$ cat config.mk
export PLATFORM = sky130hd
export DESIGN_NAME = dns_fixed_a_record_responder_top
export DESIGN_NICKNAME = d
export VERILOG_FILES = /design/src/hdl/dnsar_pkg.sv /design/src/hdl/dnsar_parser.sv /design/src/hdl/dnsar_emitter.sv /design/src/hdl/dns_fixed_a_record_responder_top.sv
export SDC_FILE = /design/constraint.sdc
export NUM_CORES = 1
export LEC_CHECK = 0
export BUFFER_PORTS_ARGS = -buffer_cell sky130_fd_sc_hd__buf_2
export CAP_MARGIN = 30
export CELL_PAD_IN_SITES_DETAIL_PLACEMENT = 0
export CELL_PAD_IN_SITES_GLOBAL_PLACEMENT = 1
export CORE_ASPECT_RATIO = 1.25
export CORE_UTILIZATION = 40
export CTS_BUF_LIST = sky130_fd_sc_hd__clkbuf_16
export CTS_CLUSTER_SIZE = 30
export DETAILED_ROUTE_END_ITERATION = 6
export MAX_ROUTING_LAYER = met4
export PLACE_DENSITY_LB_ADDON = 0.1
export SYNTH_ARGS = -nofsm -noshare
export SYNTH_HDL_FRONTEND = slang
export SYNTH_HIERARCHICAL = 1
export SYNTH_SLANG_ARGS = --single-unit
$ cat constraint.sdc
create_clock -name aclk -period 6.4 [get_ports aclk]
set_input_delay 1.28 -clock aclk [delete_from_list [all_inputs] [get_ports aclk]]
set_output_delay 1.28 -clock aclk [all_outputs]
set_load 0.05 [all_outputs]
$ cat src/hdl/dnsar_pkg.sv
// ----------------------------------------------------------------------------
// dnsar_pkg
// Shared types, codes and constants for the fixed A-record DNS responder.
// ----------------------------------------------------------------------------
package dnsar_pkg;

    // One query byte as it arrives on the request channel.
    typedef struct packed {
        logic [7:0] in_byte;
        logic       in_last;
    } dnsar_in_t;

    // One response result: a data byte or the end-of-packet verdict.
    typedef struct packed {
        logic [7:0] out_byte;
        logic       is_verdict;
        logic [2:0] verdict_code;
        logic       run_last;
    } dnsar_out_t;

    // Work left for the emitter from one accepted request.
    typedef struct packed {
        logic       data_pend;
        logic [7:0] data_byte;
        logic       ans_pend;
        logic       verd_pend;
        logic [2:0] verd_code;
    } dnsar_job_t;

    // Verdict codes.
    localparam logic [2:0] VERDICT_OK        = 3'd0;
    localparam logic [2:0] VERDICT_SHORT     = 3'd1;
    localparam logic [2:0] VERDICT_LONG      = 3'd2;
    localparam logic [2:0] VERDICT_LABEL     = 3'd3;
    localparam logic [2:0] VERDICT_MALFORMED = 3'd4;
    localparam logic [2:0] VERDICT_NO_ROOM   = 3'd5;

    // Register index of answer_ip, taken from word address bit paddr[2].
    localparam logic       REG_ANSWER_IP     = 1'b0;

    // Positions in the packet and limits.
    localparam logic [10:0] HEADER_LEN  = 11'd12;
    localparam logic [10:0] POS_NEVER   = 11'd1026;
    localparam logic [9:0]  COUNT_MAX   = 10'd1023;
    localparam logic [7:0]  LABEL_MAX   = 8'd63;
    localparam logic [11:0] ANSWER_LEN  = 12'd16;
    localparam int          ANSWER_LAST = 15;

    // Answer record byte: name pointer, type A, class IN, TTL 60, length 4, address.
    function automatic logic [7:0] answer_byte(input logic [3:0] idx,
                                               input logic [31:0] ip);
        logic [7:0] b;
        unique case (idx)
            4'd0:    b = 8'hC0;
            4'd1:    b = 8'h0C;
            4'd2:    b = 8'h00;
            4'd3:    b = 8'h01;
            4'd4:    b = 8'h00;
            4'd5:    b = 8'h01;
            4'd6:    b = 8'h00;
            4'd7:    b = 8'h00;
            4'd8:    b = 8'h00;
            4'd9:    b = 8'h3C;
            4'd10:   b = 8'h00;
            4'd11:   b = 8'h04;
            4'd12:   b = ip[31:24];
            4'd13:   b = ip[23:16];
            4'd14:   b = ip[15:8];
            default: b = ip[7:0];
        endcase
        return b;
    endfunction

endpackage

$ cat src/hdl/dnsar_parser.sv
// ----------------------------------------------------------------------------
// dnsar_parser
// Per-packet parse state. Turns each accepted query byte into an emitter job.
// ----------------------------------------------------------------------------
module dnsar_parser #(
    parameter int MAX_PACKET = 512
) (
    input  logic                aclk,
    input  logic                aresetn,
    input  logic                accept,
    input  dnsar_pkg::dnsar_in_t in_data,
    output dnsar_pkg::dnsar_job_t job
);
    import dnsar_pkg::*;

    localparam logic [11:0] MAX_P = 12'(MAX_PACKET);

    localparam logic [1:0] PH_HEADER = 2'd0;
    localparam logic [1:0] PH_NAME   = 2'd1;
    localparam logic [1:0] PH_TAIL   = 2'd2;
    localparam logic [1:0] PH_DONE   = 2'd3;

    logic [9:0]  byte_count_reg, byte_count_next;
    logic        past_end_reg, past_end_next;
    logic [10:0] next_label_reg, next_label_next;
    logic [1:0]  phase_reg, phase_next;
    logic [10:0] qend_reg, qend_next;
    logic        label_err_reg, label_err_next;
    logic        room_err_reg, room_err_next;

    logic [10:0] pos;
    logic [10:0] len;
    logic [10:0] qe_sum;
    logic [10:0] lbl_sum;
    logic [11:0] room_sum;
    logic [7:0]  b;

    assign b        = in_data.in_byte;
    assign pos      = {1'b0, byte_count_reg} + {10'd0, past_end_reg};
    assign len      = pos + 11'd1;
    assign qe_sum   = pos + 11'd5;
    assign lbl_sum  = pos + {3'd0, b} + 11'd1;
    assign room_sum = {1'b0, qend_reg} + ANSWER_LEN;

    // Next parse state and the job for this byte.
    always_comb begin
        byte_count_next = byte_count_reg;
        past_end_next   = past_end_reg;
        next_label_next = next_label_reg;
        phase_next      = phase_reg;
        qend_next       = qend_reg;
        label_err_next  = label_err_reg;
        room_err_next   = room_err_reg;
        job             = '0;

        if (byte_count_reg == COUNT_MAX) begin
            past_end_next = 1'b1;
        end else begin
            byte_count_next = byte_count_reg + 10'd1;
        end

        unique case (phase_reg)
            PH_HEADER: begin
                // Header rewrite: QR set, RCODE cleared, ANCOUNT, NSCOUNT and ARCOUNT forced.
                job.data_pend = 1'b1;
                priority if (pos == 11'd2) begin
                    job.data_byte = b | 8'h80;
                end else if (pos == 11'd3) begin
                    job.data_byte = b & 8'hF0;
                end else if (pos == 11'd6) begin
                    job.data_byte = 8'h00;
                end else if (pos == 11'd7) begin
                    job.data_byte = 8'h01;
                end else if (pos >= 11'd8) begin
                    job.data_byte = 8'h00;
                end else begin
                    job.data_byte = b;
                end
                if (pos >= 11'd11) begin
                    phase_next = PH_NAME;
                end
            end
            PH_NAME: begin
                // Walk the question name by its label length bytes.
                job.data_pend = 1'b1;
                job.data_byte = b;
                if (pos == next_label_reg) begin
                    priority if (b == 8'd0) begin
                        qend_next  = (qe_sum > 11'd1025) ? POS_NEVER : qe_sum;
                        phase_next = PH_TAIL;
                    end else if (b > LABEL_MAX) begin
                        label_err_next = 1'b1;
                        phase_next     = PH_DONE;
                    end else begin
                        next_label_next = (lbl_sum > 11'd1024) ? POS_NEVER : lbl_sum;
                    end
                end
            end
            PH_TAIL: begin
                // QTYPE and QCLASS pass; the answer follows the last QCLASS byte if it fits.
                job.data_pend = 1'b1;
                job.data_byte = b;
                if (len == qend_reg) begin
                    phase_next = PH_DONE;
                    if (room_sum > MAX_P) begin
                        room_err_next = 1'b1;
                    end else begin
                        job.ans_pend = 1'b1;
                    end
                end
            end
            default: begin
                // Bytes after the question or a bad label are dropped.
            end
        endcase

        // End-of-packet verdict.
        if (in_data.in_last) begin
            job.verd_pend = 1'b1;
            priority if (len < HEADER_LEN) begin
                job.verd_code = VERDICT_SHORT;
            end else if ({1'b0, len} > MAX_P) begin
                job.verd_code = VERDICT_LONG;
            end else if (label_err_next) begin
                job.verd_code = VERDICT_LABEL;
            end else if (phase_next != PH_DONE || qend_next == 11'd0) begin
                job.verd_code = VERDICT_MALFORMED;
            end else if (room_err_next) begin
                job.verd_code = VERDICT_NO_ROOM;
            end else begin
                job.verd_code = VERDICT_OK;
            end
            byte_count_next = '0;
            past_end_next   = 1'b0;
            next_label_next = HEADER_LEN;
            phase_next      = PH_HEADER;
            qend_next       = '0;
            label_err_next  = 1'b0;
            room_err_next   = 1'b0;
        end
    end

    // Parse state registers.
    always_ff @(posedge aclk) begin
        if (!aresetn) begin
            byte_count_reg <= '0;
            past_end_reg   <= 1'b0;
            next_label_reg <= HEADER_LEN;
            phase_reg      <= PH_HEADER;
            qend_reg       <= '0;
            label_err_reg  <= 1'b0;
            room_err_reg   <= 1'b0;
        end else if (accept) begin
            byte_count_reg <= byte_count_next;
            past_end_reg   <= past_end_next;
            next_label_reg <= next_label_next;
            phase_reg      <= phase_next;
            qend_reg       <= qend_next;
            label_err_reg  <= label_err_next;
            room_err_reg   <= room_err_next;
        end
    end

endmodule

$ cat src/hdl/dnsar_emitter.sv
// ----------------------------------------------------------------------------
// dnsar_emitter
// Holds one job and plays out its results into the output register.
// ----------------------------------------------------------------------------
module dnsar_emitter (
    input  logic                  aclk,
    input  logic                  aresetn,
    input  logic                  s_valid,
    output logic                  s_ready,
    input  dnsar_pkg::dnsar_job_t job_in,
    input  logic [31:0]           answer_ip,
    output logic                  m_valid,
    input  logic                  m_ready,
    output dnsar_pkg::dnsar_out_t m_data
);
    import dnsar_pkg::*;

    dnsar_job_t job_reg, job_next;
    logic [3:0] ans_idx_reg, ans_idx_next;
    logic       m_valid_reg, m_valid_next;
    dnsar_out_t m_data_reg, m_data_next;

    logic       job_any;
    logic       out_load;
    logic       emit;
    logic       item_last;
    dnsar_out_t item;

    assign job_any  = job_reg.data_pend | job_reg.ans_pend | job_reg.verd_pend;
    assign out_load = !m_valid_reg || m_ready;
    assign emit     = job_any && out_load;

    // Pick the next result of the held job: data byte, answer bytes, verdict.
    always_comb begin
        item      = '0;
        item_last = 1'b0;
        priority if (job_reg.data_pend) begin
            item.out_byte = job_reg.data_byte;
            item_last     = !job_reg.ans_pend && !job_reg.verd_pend;
        end else if (job_reg.ans_pend) begin
            item.out_byte = answer_byte(ans_idx_reg, answer_ip);
            item_last     = (ans_idx_reg == 4'(ANSWER_LAST)) && !job_reg.verd_pend;
        end else begin
            item.is_verdict   = 1'b1;
            item.verdict_code = job_reg.verd_code;
            item_last         = 1'b1;
        end
        item.run_last = item_last;
    end

    // A new request enters when the held job is gone or leaves this cycle.
    assign s_ready = !job_any || (emit && item_last);

    // Job and output register updates.
    always_comb begin
        job_next     = job_reg;
        ans_idx_next = ans_idx_reg;
        m_valid_next = m_valid_reg;
        m_data_next  = m_data_reg;

        if (emit) begin
            m_valid_next = 1'b1;
            m_data_next  = item;
            priority if (job_reg.data_pend) begin
                job_next.data_pend = 1'b0;
            end else if (job_reg.ans_pend) begin
                ans_idx_next = ans_idx_reg + 4'd1;
                if (ans_idx_reg == 4'(ANSWER_LAST)) begin
                    job_next.ans_pend = 1'b0;
                end
            end else begin
                job_next.verd_pend = 1'b0;
            end
        end else if (m_ready) begin
            m_valid_next = 1'b0;
        end

        if (s_valid && s_ready) begin
            job_next     = job_in;
            ans_idx_next = '0;
        end
    end

    always_ff @(posedge aclk) begin
        if (!aresetn) begin
            job_reg     <= '0;
            ans_idx_reg <= '0;
            m_valid_reg <= 1'b0;
        end else begin
            job_reg     <= job_next;
            ans_idx_reg <= ans_idx_next;
            m_valid_reg <= m_valid_next;
        end
    end

    always_ff @(posedge aclk) begin
        m_data_reg <= m_data_next;
    end

    assign m_valid = m_valid_reg;
    assign m_data  = m_data_reg;

endmodule

$ cat src/hdl/dns_fixed_a_record_responder_top.sv
// ----------------------------------------------------------------------------
// dns_fixed_a_record_responder_top
// DNS query in, fixed A-record response and verdict out, one byte a request.
// ----------------------------------------------------------------------------
// Usage:
// The s_ channel carries query bytes (s_data.in_byte) with s_data.in_last on
// the final byte. The m_ channel returns response bytes and, after the last
// byte of each packet, one verdict result (is_verdict set, code in
// verdict_code). run_last marks the last result caused by each request.
// A nonzero verdict means the response must be discarded. A request passes
// the job register, then the output register. Throughput is one request per
// cycle while m_ready is high; a request that completes the question holds
// s_ready low while it plays out the 16-byte answer record, and a final byte
// holds it for its verdict. answer_ip sits behind an APB port at address 0;
// the user must write it only while the block is idle, which the block never
// checks. Reset clears the parse state, drops any held results and sets
// answer_ip to 192.168.1.1. When m_ready is low the output register holds
// its result; one more request is still taken into the job register.
// ----------------------------------------------------------------------------
module dns_fixed_a_record_responder_top #(
    parameter int MAX_PACKET = 512
) (
    input  logic                  aclk,
    input  logic                  aresetn,
    input  logic                  s_valid,
    output logic                  s_ready,
    input  dnsar_pkg::dnsar_in_t  s_data,
    output logic                  m_valid,
    input  logic                  m_ready,
    output dnsar_pkg::dnsar_out_t m_data,
    input  logic                  psel,
    input  logic                  penable,
    input  logic                  pwrite,
    input  logic [2:0]            paddr,
    input  logic [31:0]           pwdata,
    output logic [31:0]           prdata,
    output logic                  pready
);
    import dnsar_pkg::*;

    localparam logic [31:0] ANSWER_IP_RESET = 32'hC0A8_0101;

    logic [31:0] answer_ip_reg;
    logic        accept;
    dnsar_job_t  job;

    // Configuration register.
    assign pready = 1'b1;
    always_ff @(posedge aclk) begin
        if (!aresetn) begin
            answer_ip_reg <= ANSWER_IP_RESET;
        end else if (psel && penable && pwrite && paddr[2] == REG_ANSWER_IP) begin
            answer_ip_reg <= pwdata;
        end
    end
    assign prdata = (paddr[2] == REG_ANSWER_IP) ? answer_ip_reg : 32'd0;

    assign accept = s_valid && s_ready;

    dnsar_parser #(
        .MAX_PACKET (MAX_PACKET)
    ) u_parser (
        .aclk    (aclk),
        .aresetn (aresetn),
        .accept  (accept),
        .in_data (s_data),
        .job     (job)
    );

    dnsar_emitter u_emitter (
        .aclk      (aclk),
        .aresetn   (aresetn),
        .s_valid   (s_valid),
        .s_ready   (s_ready),
        .job_in    (job),
        .answer_ip (answer_ip_reg),
        .m_valid   (m_valid),
        .m_ready   (m_ready),
        .m_data    (m_data)
    );

endmodule
# After elaboration in Yosys (flattened, before gate mapping)
# Cells that the tools add are included.
# word_totals
register_bits,101
in_bits,51
output_inout_bits,48
elab_cells,167
# classes
addsub,8
order_cmp,8
n_eq_ne,30
n_mux,62
n_bitwise,5
n_reduce_logical,35
# op_table
operator,count
11-bit two-way mux,11
8-bit case mux with 9 select lines,1
8-bit two-way mux,7
"4-bit == test, second input constant",8
32-bit two-way mux,1
"11-bit by 1-bit adder with 11-bit output, second input constant",2
11-bit == test,2
"11-bit by 2-bit == test with 1-bit output, second input constant",2
"11-bit by 3-bit == test with 1-bit output, second input constant",2
"11-bit by 4-bit >= comparator with 1-bit output, second input constant",2
"11-bit > comparator, second input constant",2
1-bit two-way mux,22
10-bit two-way mux,2
9-bit case mux with 2 select lines,1
"4-bit by 3-bit == test with 1-bit output, second input constant",4
2-bit two-way mux,8
3-bit two-way mux,5
14-bit two-way mux,1
"11-bit by 5-bit adder with 12-bit output, second input constant",1
"12-bit by 10-bit > comparator with 1-bit output, second input constant",1
"2-bit inequality test, second input constant",6
10-bit by 1-bit adder with 11-bit output,1
"11-bit by 3-bit adder with 11-bit output, second input constant",1
11-bit by 8-bit adder with 11-bit output,1
other kinds (27),54

# Longest topological paths before layout
# Gate-level depths: netlist of the first run.
# logic_depth
word_depth,15
ltp_mapped,16
mapped_depth_nobuf,14

# Modules after synthesis
# Netlist of the first run, hierarchy kept.
# by_module_without_submodules
mod,n_inst,cells_each,area_per_inst_um2,seq_area_each_um2
dnsar_parser,1,537,4075.2,740.7
dnsar_emitter,1,182,1765.4,770.7
dns_fixed_a_record_responder_top,1,178,1579.0,640.6

# Worst setup path after synthesis of the first run
# OpenSTA, ideal clock, no wires.
# synth_timing
path_kind,input -> register
startpoint,input s_data[1] (netlist name)
endpoint,register u_parser.next_label_reg[6]
setup_time_ps,59
t_arrival_ps,3972
required_time_ps,6341
slack_ps,2370
cell_stages,13
path_buffers,0
path_cell_list,inv_1 ha_1 inv_1 fa_1 a21o_1 a21oi_1 o21bai_1 a211oi_1 a21oi_1 or4_1 o41ai_1 and3_1 a22o_1
# synth_via
elab_chain_cells,9
elab_cells_between_ends,14
cone_classes,add/sub (2); order compare (2); eq/ne (2); mux (6); reduce/logical (2)
# synth_rtl
item,line,text
from (decl),dns_fixed_a_record_responder_top.sv:27,"input dnsar_pkg::dnsar_in_t s_data,"
11-bit by 8-bit adder with 11-bit output,dnsar_parser.sv:42,"assign lbl_sum = pos + {3'd0, b} + 11'd1;"
11-bit by 1-bit adder with 11-bit output,dnsar_parser.sv:42,
11-bit > comparator,dnsar_parser.sv:95,next_label_next = (lbl_sum > 11'd1024) ? POS_NEVER : lbl_sum;
11-bit two-way mux,dnsar_parser.sv:95,
11-bit two-way mux,dnsar_parser.sv:91,end else if (b > LABEL_MAX) begin
11-bit two-way mux,dnsar_parser.sv:88,priority if (b == 8'd0) begin
11-bit two-way mux,dnsar_parser.sv:87,if (pos == next_label_reg) begin
11-bit two-way mux,dnsar_parser.sv:62,unique case (phase_reg)
11-bit two-way mux,dnsar_parser.sv:118,if (in_data.in_last) begin
to (signal assigned),dnsar_parser.sv:156,next_label_reg <= next_label_next;
to (decl),dnsar_parser.sv:25,"logic [10:0] next_label_reg, next_label_next;"
# Parallel ways exist; a longest one is shown, timed or not. The select of a mux whose other input is x is not followed.
# A chain may end at the register's enable or synchronous reset.

==> results of run 1 <==
==> synth_stat cells, drive strengths merged (6+ instances only) <==
library cell / count / area share
nand2: 123 / 0.062
dfxtp: 88 / 0.24
nor2b: 65 / 0.055
nor2: 52 / 0.027
mux2i: 46 / 0.062
o21ai: 38 / 0.026
clkbuf: 33 / 0.021
a21oi: 32 / 0.025
inv: 30 / 0.015
xnor2: 29 / 0.036
buf: 28 / 0.034
ha: 22 / 0.037
and2: 20 / 0.017
nor3: 20 / 0.016
xor2: 19 / 0.022
nand4: 15 / 0.015
a22oi: 14 / 0.014
nand3: 14 / 0.0094
a211oi: 13 / 0.013
edfxtp: 13 / 0.053
or3: 13 / 0.012
a21boi: 12 / 0.012
nand2b: 12 / 0.010
and3: 10 / 0.0084
nor4: 10 / 0.010
o21a: 10 / 0.010
o31ai: 10 / 0.012
o22ai: 8 / 0.0067
a21o: 6 / 0.0062
or2: 6 / 0.0054
==> cells by family (layout without fill, tap and decap cells) <==
family | Yosys count | after routing | share of synthesized area
AOI/OAI and AO/OA | 194 | 194 | 0.187
other | 1 | 1 | 0.000505
buffers and inverters | 92 | 151 | 0.0707
muxes | 48 | 48 | 0.0651
DFF | 101 | 101 | 0.290
adders and majority gates | 23 | 23 | 0.0398
xor gates and xnor gates | 51 | 51 | 0.0678
and+or+nand+nor | 387 | 387 | 0.279
==> through the flow <==
stage                     hold WS, ns  setup WS, ns  instance area (um2)
after floorplan                 0.430          2.37                 7420
after global placement          0.443          1.84                 7830
after detailed placement        0.448          1.84                 7860
after CTS                       0.462          1.81                 8200
after global routing            0.480          1.57                 8200
final                           0.460          1.85                 8200
==> layer usage <==
metal	wire length (um)	vias to the layer above	part of all wire	track usage
met4	650	0	0.030	0.0970
li1	-	3294	-	-
met3	637	34	0.030	0.0203
met2	11000	114	0.51	0.410
met5	0	-	0	-
met1	9190	2987	0.43	0.273
==> power breakdown <==
group | switching [mW] | total (mW) | leakage [nW] | internal (mW)
Sequential | 0.0118 | 0.670 | 0.839 | 0.659
Combinational | 0.124 | 0.184 | 2.21 | 0.0604
Clock | 0.283 | 0.636 | 0.163 | 0.354
==> final cells by class <==
type                       instances  area share
sequential                       101       0.263
multi-input combinational        704       0.579
inverter                          31      0.0142
timing repair buffer             104      0.0681
clock buffer                       9      0.0275
clock inverter                     7      0.0140
tap                              228      0.0348
==> worst max-delay path, delay by kind of cell (launching register included) <==
family / cells / cell delay (ns)
AOI/OAI and AO/OA: 4 / 1.24
xor gates and xnor gates: 3 / 1.16
adders and majority gates: 2 / 0.93
buffers and inverters: 1 / 0.26
DFF: 1 / 0.44
muxes: 1 / 0.12
and+or+nand+nor: 3 / 0.34
==> path summary, 6_finish.rpt <==
| kind | endpoint | slack, ns | depth (start not counted) | from |
|---|---|---|---|---|
| worst max-delay path | u_emitter/job_reg[0]$_SDFFE_PN0P_ | 1.85 | 14 | u_parser/byte_count_reg[0]$_SDFFE_PN0P_ |
| worst min register to register | u_emitter/job_reg[0]$_SDFFE_PN0P_ | 0.46 | 2 | u_emitter/job_reg[0]$_SDFFE_PN0P_ |
| worst max register to register | u_emitter/job_reg[0]$_SDFFE_PN0P_ | 1.85 | 14 | u_parser/byte_count_reg[0]$_SDFFE_PN0P_ |
| worst min-delay path | u_emitter/job_reg[0]$_SDFFE_PN0P_ | 0.46 | 2 | u_emitter/job_reg[0]$_SDFFE_PN0P_ |
==> run summary, run 1 <==
Avg Cell Area, Syn = 8.27 um2
DIE WIDTH = 124 um
Post-cts hold buffer count = 0
CTS root buf = clkbuf_16
Critical Path Start Type = register
WS Path Type = reg -> reg
Multi-input gate area = 0.00474 mm2
Chip Height = 154 um
H-tree depth = 3
Power Dens Cells = 182 mW/mm2
ANT cells = 0
Worst-path fanout max = 11
Clk buf depth = 2
Synth-to-layout area growth = 10.5%
Antenna violations before repair = 0
Buffers on Ports = 95
Post-Syn Area = 0.00742 mm2
Largest register FFs = 32
Worst min-delay path class = reg -> reg
Status = completed
Seq/Total Area, Yosys = 0.290
Yosys reg bits = 101
Vias = 6429
Cell Rows = 55
DP HPWL = 16300 um
Leakage = 3.21 nW
CTS Sinks = 101
Worst path slowest cell = ha_1
Layout Nets = 1025
Drt initial violations = 313
Layout cells sized above 1 = 0.160
# resized after CTS = 0
All-Layer GR Usage = 0.235
Final hold violation count = 0
# Post-CTS Setup Buffers = 0
Via-to-Cell Ratio = 5.43
Fin crit period = 4.55 ns
Tightest Pin Transition = 0.869 ns
Number of nets with antenna violations after routing = 0
Final core utilization = 0.453
Critical path cell sequence = ha_1 > buf_4 > xor2_1 > ha_1 > xnor3_1 > xor2_1 > nor2_1 > o2111ai_1 > a2111o_1 > o41a_1 > nor3_2 > a21o_1 > nand2_1 > mux2i_1
I/O pins = 99
Overall power = 1.49 mW
Clk_skew = 0.0158 ns
Commonest non-fill, non-tap cell in the layout = nand2_1
Post-Layout Cell Count = 1184
Vias in the first global route = 6195
WL final = 21500 um
Most frequent cells in the layout = nand2_1, buf_2, dfxtp_1
Max-cap violations = 0
Die Area = 0.0191 mm2
Async SR Flop Fraction = 0
Largest net degree at the start of global routing = 90
Seq. cell area = 0.00215 mm2
Global-route wire length before repair = 33600 um
Slew headroom = 0.417
Worst Path Required = 6.70 ns
Arrival @ worst endpoint = 4.85 ns
EDFF count, synth = 13
Routability cong. = 0.892
Worst path max stage delay = 0.52 ns
Max Fclk = 0.220 GHz
Distinct cells, synth = 94
Setup_tns = 0 ns
Critical Path End Type = register
Num CTS Buffers = 9
FILL cells = 1890
Clock Pin Slew Worst Setup and Hold Paths = 0.08 ns
TritonCTS clock tree = done
Post-route DRC = 0
Pre-antenna DRT Iters = 5
Syn Inst Count = 897
RSZ-0062 raised after global routing = no
Routed len/inst = 18.1 um
Number of warnings issued by yosys = 6
Core footprint = 0.0181 mm2
Gr ovfl total = 0
Final Setup Violations = 0
Worst skew pair latency = 0.37 ns
Starting Density = 0.410
Max-slew violations = 0
Inst Count DP = 1168
Syn Nets = 971
Crit share post-route = 0.712
Maximum vdd ir drop = 114 uV
Dominant synthesized flop cell = dfxtp_1
Note: power is estimated with default switching activity, not from simulation.
==> inputs of run 2 (changes only) <==
- clock period: 6.4 -> 3.9 ns (I/O delays scaled with it)
==> run 2 against run 1 <==
Cell count up 4.1%; global-route usage increased by 0.80 points; final area increased by 4.2%; sequential share of layout area decreased by 1.1 points; clock skew fell by 0.0047 ns.
==> run summary, run 2 (synthesis results as in run 1) <==
Status = completed
Antenna violations before repair = 0
Largest net degree at the start of global routing = 66
Worst-path fanout max = 5
Clk_skew = 0.0111 ns
Slew headroom = 0.468
Post-route DRC = 0
Worst Path Required = 4.21 ns
I/O pins = 99
# resized after CTS = 0
Cell Rows = 55
Worst path slowest cell = or4_1
TritonCTS clock tree = done
Via-to-Cell Ratio = 5.39
DP HPWL = 17100 um
Clk buf depth = 2
Buffers on Ports = 95
Arrival @ worst endpoint = 3.94 ns
CTS root buf = clkbuf_16
Core footprint = 0.0181 mm2
DIE WIDTH = 124 um
Post-cts hold buffer count = 0
All-Layer GR Usage = 0.243
Die Area = 0.0191 mm2
Seq. cell area = 0.00215 mm2
Number of nets with antenna violations after routing = 0
FILL cells = 1865
WS Path Type = reg -> reg
Critical Path End Type = register
# Post-CTS Setup Buffers = 0
Worst min-delay path class = reg -> reg
Fin crit period = 3.63 ns
Crit share post-route = 0.931
Clock Pin Slew Worst Setup and Hold Paths = 0.08 ns
Post-placement cell area = 0.00823 mm2
Vias = 6650
Tightest Pin Transition = 0.793 ns
Gr ovfl total = 0
ANT cells = 0
Top delay family on crit path = simple AND/OR/NAND/NOR gates
Pre-antenna DRT Iters = 5
Critical Path Start Type = register
CTS Sinks = 101
Leakage = 3.43 nW
Synth-to-layout area growth = 15.1%
Num CTS Buffers = 9
Setup_tns = 0 ns
Final core utilization = 0.472
Design Area, Final = 0.00854 mm2
Final hold violation count = 0
Worst skew pair latency = 0.36 ns
Multi-input gate area = 0.00475 mm2
H-tree depth = 3
Starting Density = 0.410
Max-slew violations = 0
Maximum vdd ir drop = 202 uV
Critical path cell sequence = ha_1 > buf_4 > and3_1 > xnor2_1 > ha_1 > a21oi_1 > xnor2_1 > or4_1 > or4_1 > o41ai_1 > buf_4 > and3_1 > a22o_1
Commonest non-fill, non-tap cell in the layout = nand2_1
Chip Height = 154 um
Max-cap violations = 0
Worst path max stage delay = 0.42 ns
Power Dens Cells = 273 mW/mm2
WP buf/inv = 2
Layout cells sized above 1 = 0.203
RSZ-0062 raised after global routing = no
Layout Nets = 1074
Global-route wire length before repair = 34800 um
WL final = 21800 um
Largest register FFs = 32
Vias in the first global route = 6448
Routability cong. = 0.893
FF-to-FF setup slack = 0.27 ns
Routed len/inst = 17.7 um
Drt initial violations = 387
Final Setup Violations = 0
Max Fclk = 0.275 GHz
Most frequent cells in the layout = nand2_1, buf_2, dfxtp_1
## run 2: layout make-up
| type | instances | area share |
|---|---|---|
| multi-input cells | 704 | 0.556 |
| flip-flops and latches | 101 | 0.252 |
| repair buffers | 153 | 0.109 |
| well taps | 228 | 0.0334 |
| clock buffers | 9 | 0.0264 |
| inverters | 31 | 0.0136 |
| clock inverters | 7 | 0.00938 |
## run 2: path summary, 6_finish.rpt
check	start	endpoint	depth (start not counted)
hold reg to reg	u_emitter/job_reg[0]$_SDFFE_PN0P_	u_emitter/job_reg[0]$_SDFFE_PN0P_	2
setup / recovery	u_parser/byte_count_reg[0]$_SDFFE_PN0P_	u_parser/next_label_reg[4]$_SDFFE_PN0P_	13
hold / removal	u_emitter/job_reg[0]$_SDFFE_PN0P_	u_emitter/job_reg[0]$_SDFFE_PN0P_	2
setup reg to reg	u_parser/byte_count_reg[0]$_SDFFE_PN0P_	u_parser/next_label_reg[4]$_SDFFE_PN0P_	13
## run 2: routing by layer
layer | GRT usage | wire length, um | up-vias
met3 | 0.0343 | 658 | 30
met5 | - | 0 | -
met1 | 0.278 | 9360 | 3102
li1 | - | - | 3385
met4 | 0.0878 | 614 | 0
met2 | 0.425 | 11200 | 133
## run 2: metrics by stage
stage	total power [mW]	setup slack, ns	hold slack, ns	cells
CTS	2.37	0.233	0.463	1233
floorplan	1.34	0.0367	0.430	897
global placement	1.43	0.102	0.441	1215
detailed placement	1.43	0.0818	0.451	1217
finish	2.33	0.269	0.457	1233
global route	2.44	0.0273	0.487	1233
## run 2: power breakdown
part | internal, mW | switching, mW | leakage [nW]
clock | 0.456 | 0.469 | 0.145
sequential | 1.08 | 0.0179 | 0.839
combinational | 0.104 | 0.202 | 2.45
total | 1.64 | 0.689 | 3.43
## run 2: worst register-to-register path, stage by stage, from the launching register on
cell     delay (ns)
dfxtp_1        0.34
ha_1           0.22
buf_4          0.17
and3_1         0.21
xnor2_1        0.32
ha_1           0.33
a21oi_1        0.25
xnor2_1        0.13
or4_1          0.41
or4_1          0.42
o41ai_1        0.26
buf_4          0.18
and3_1         0.22
a22o_1         0.14
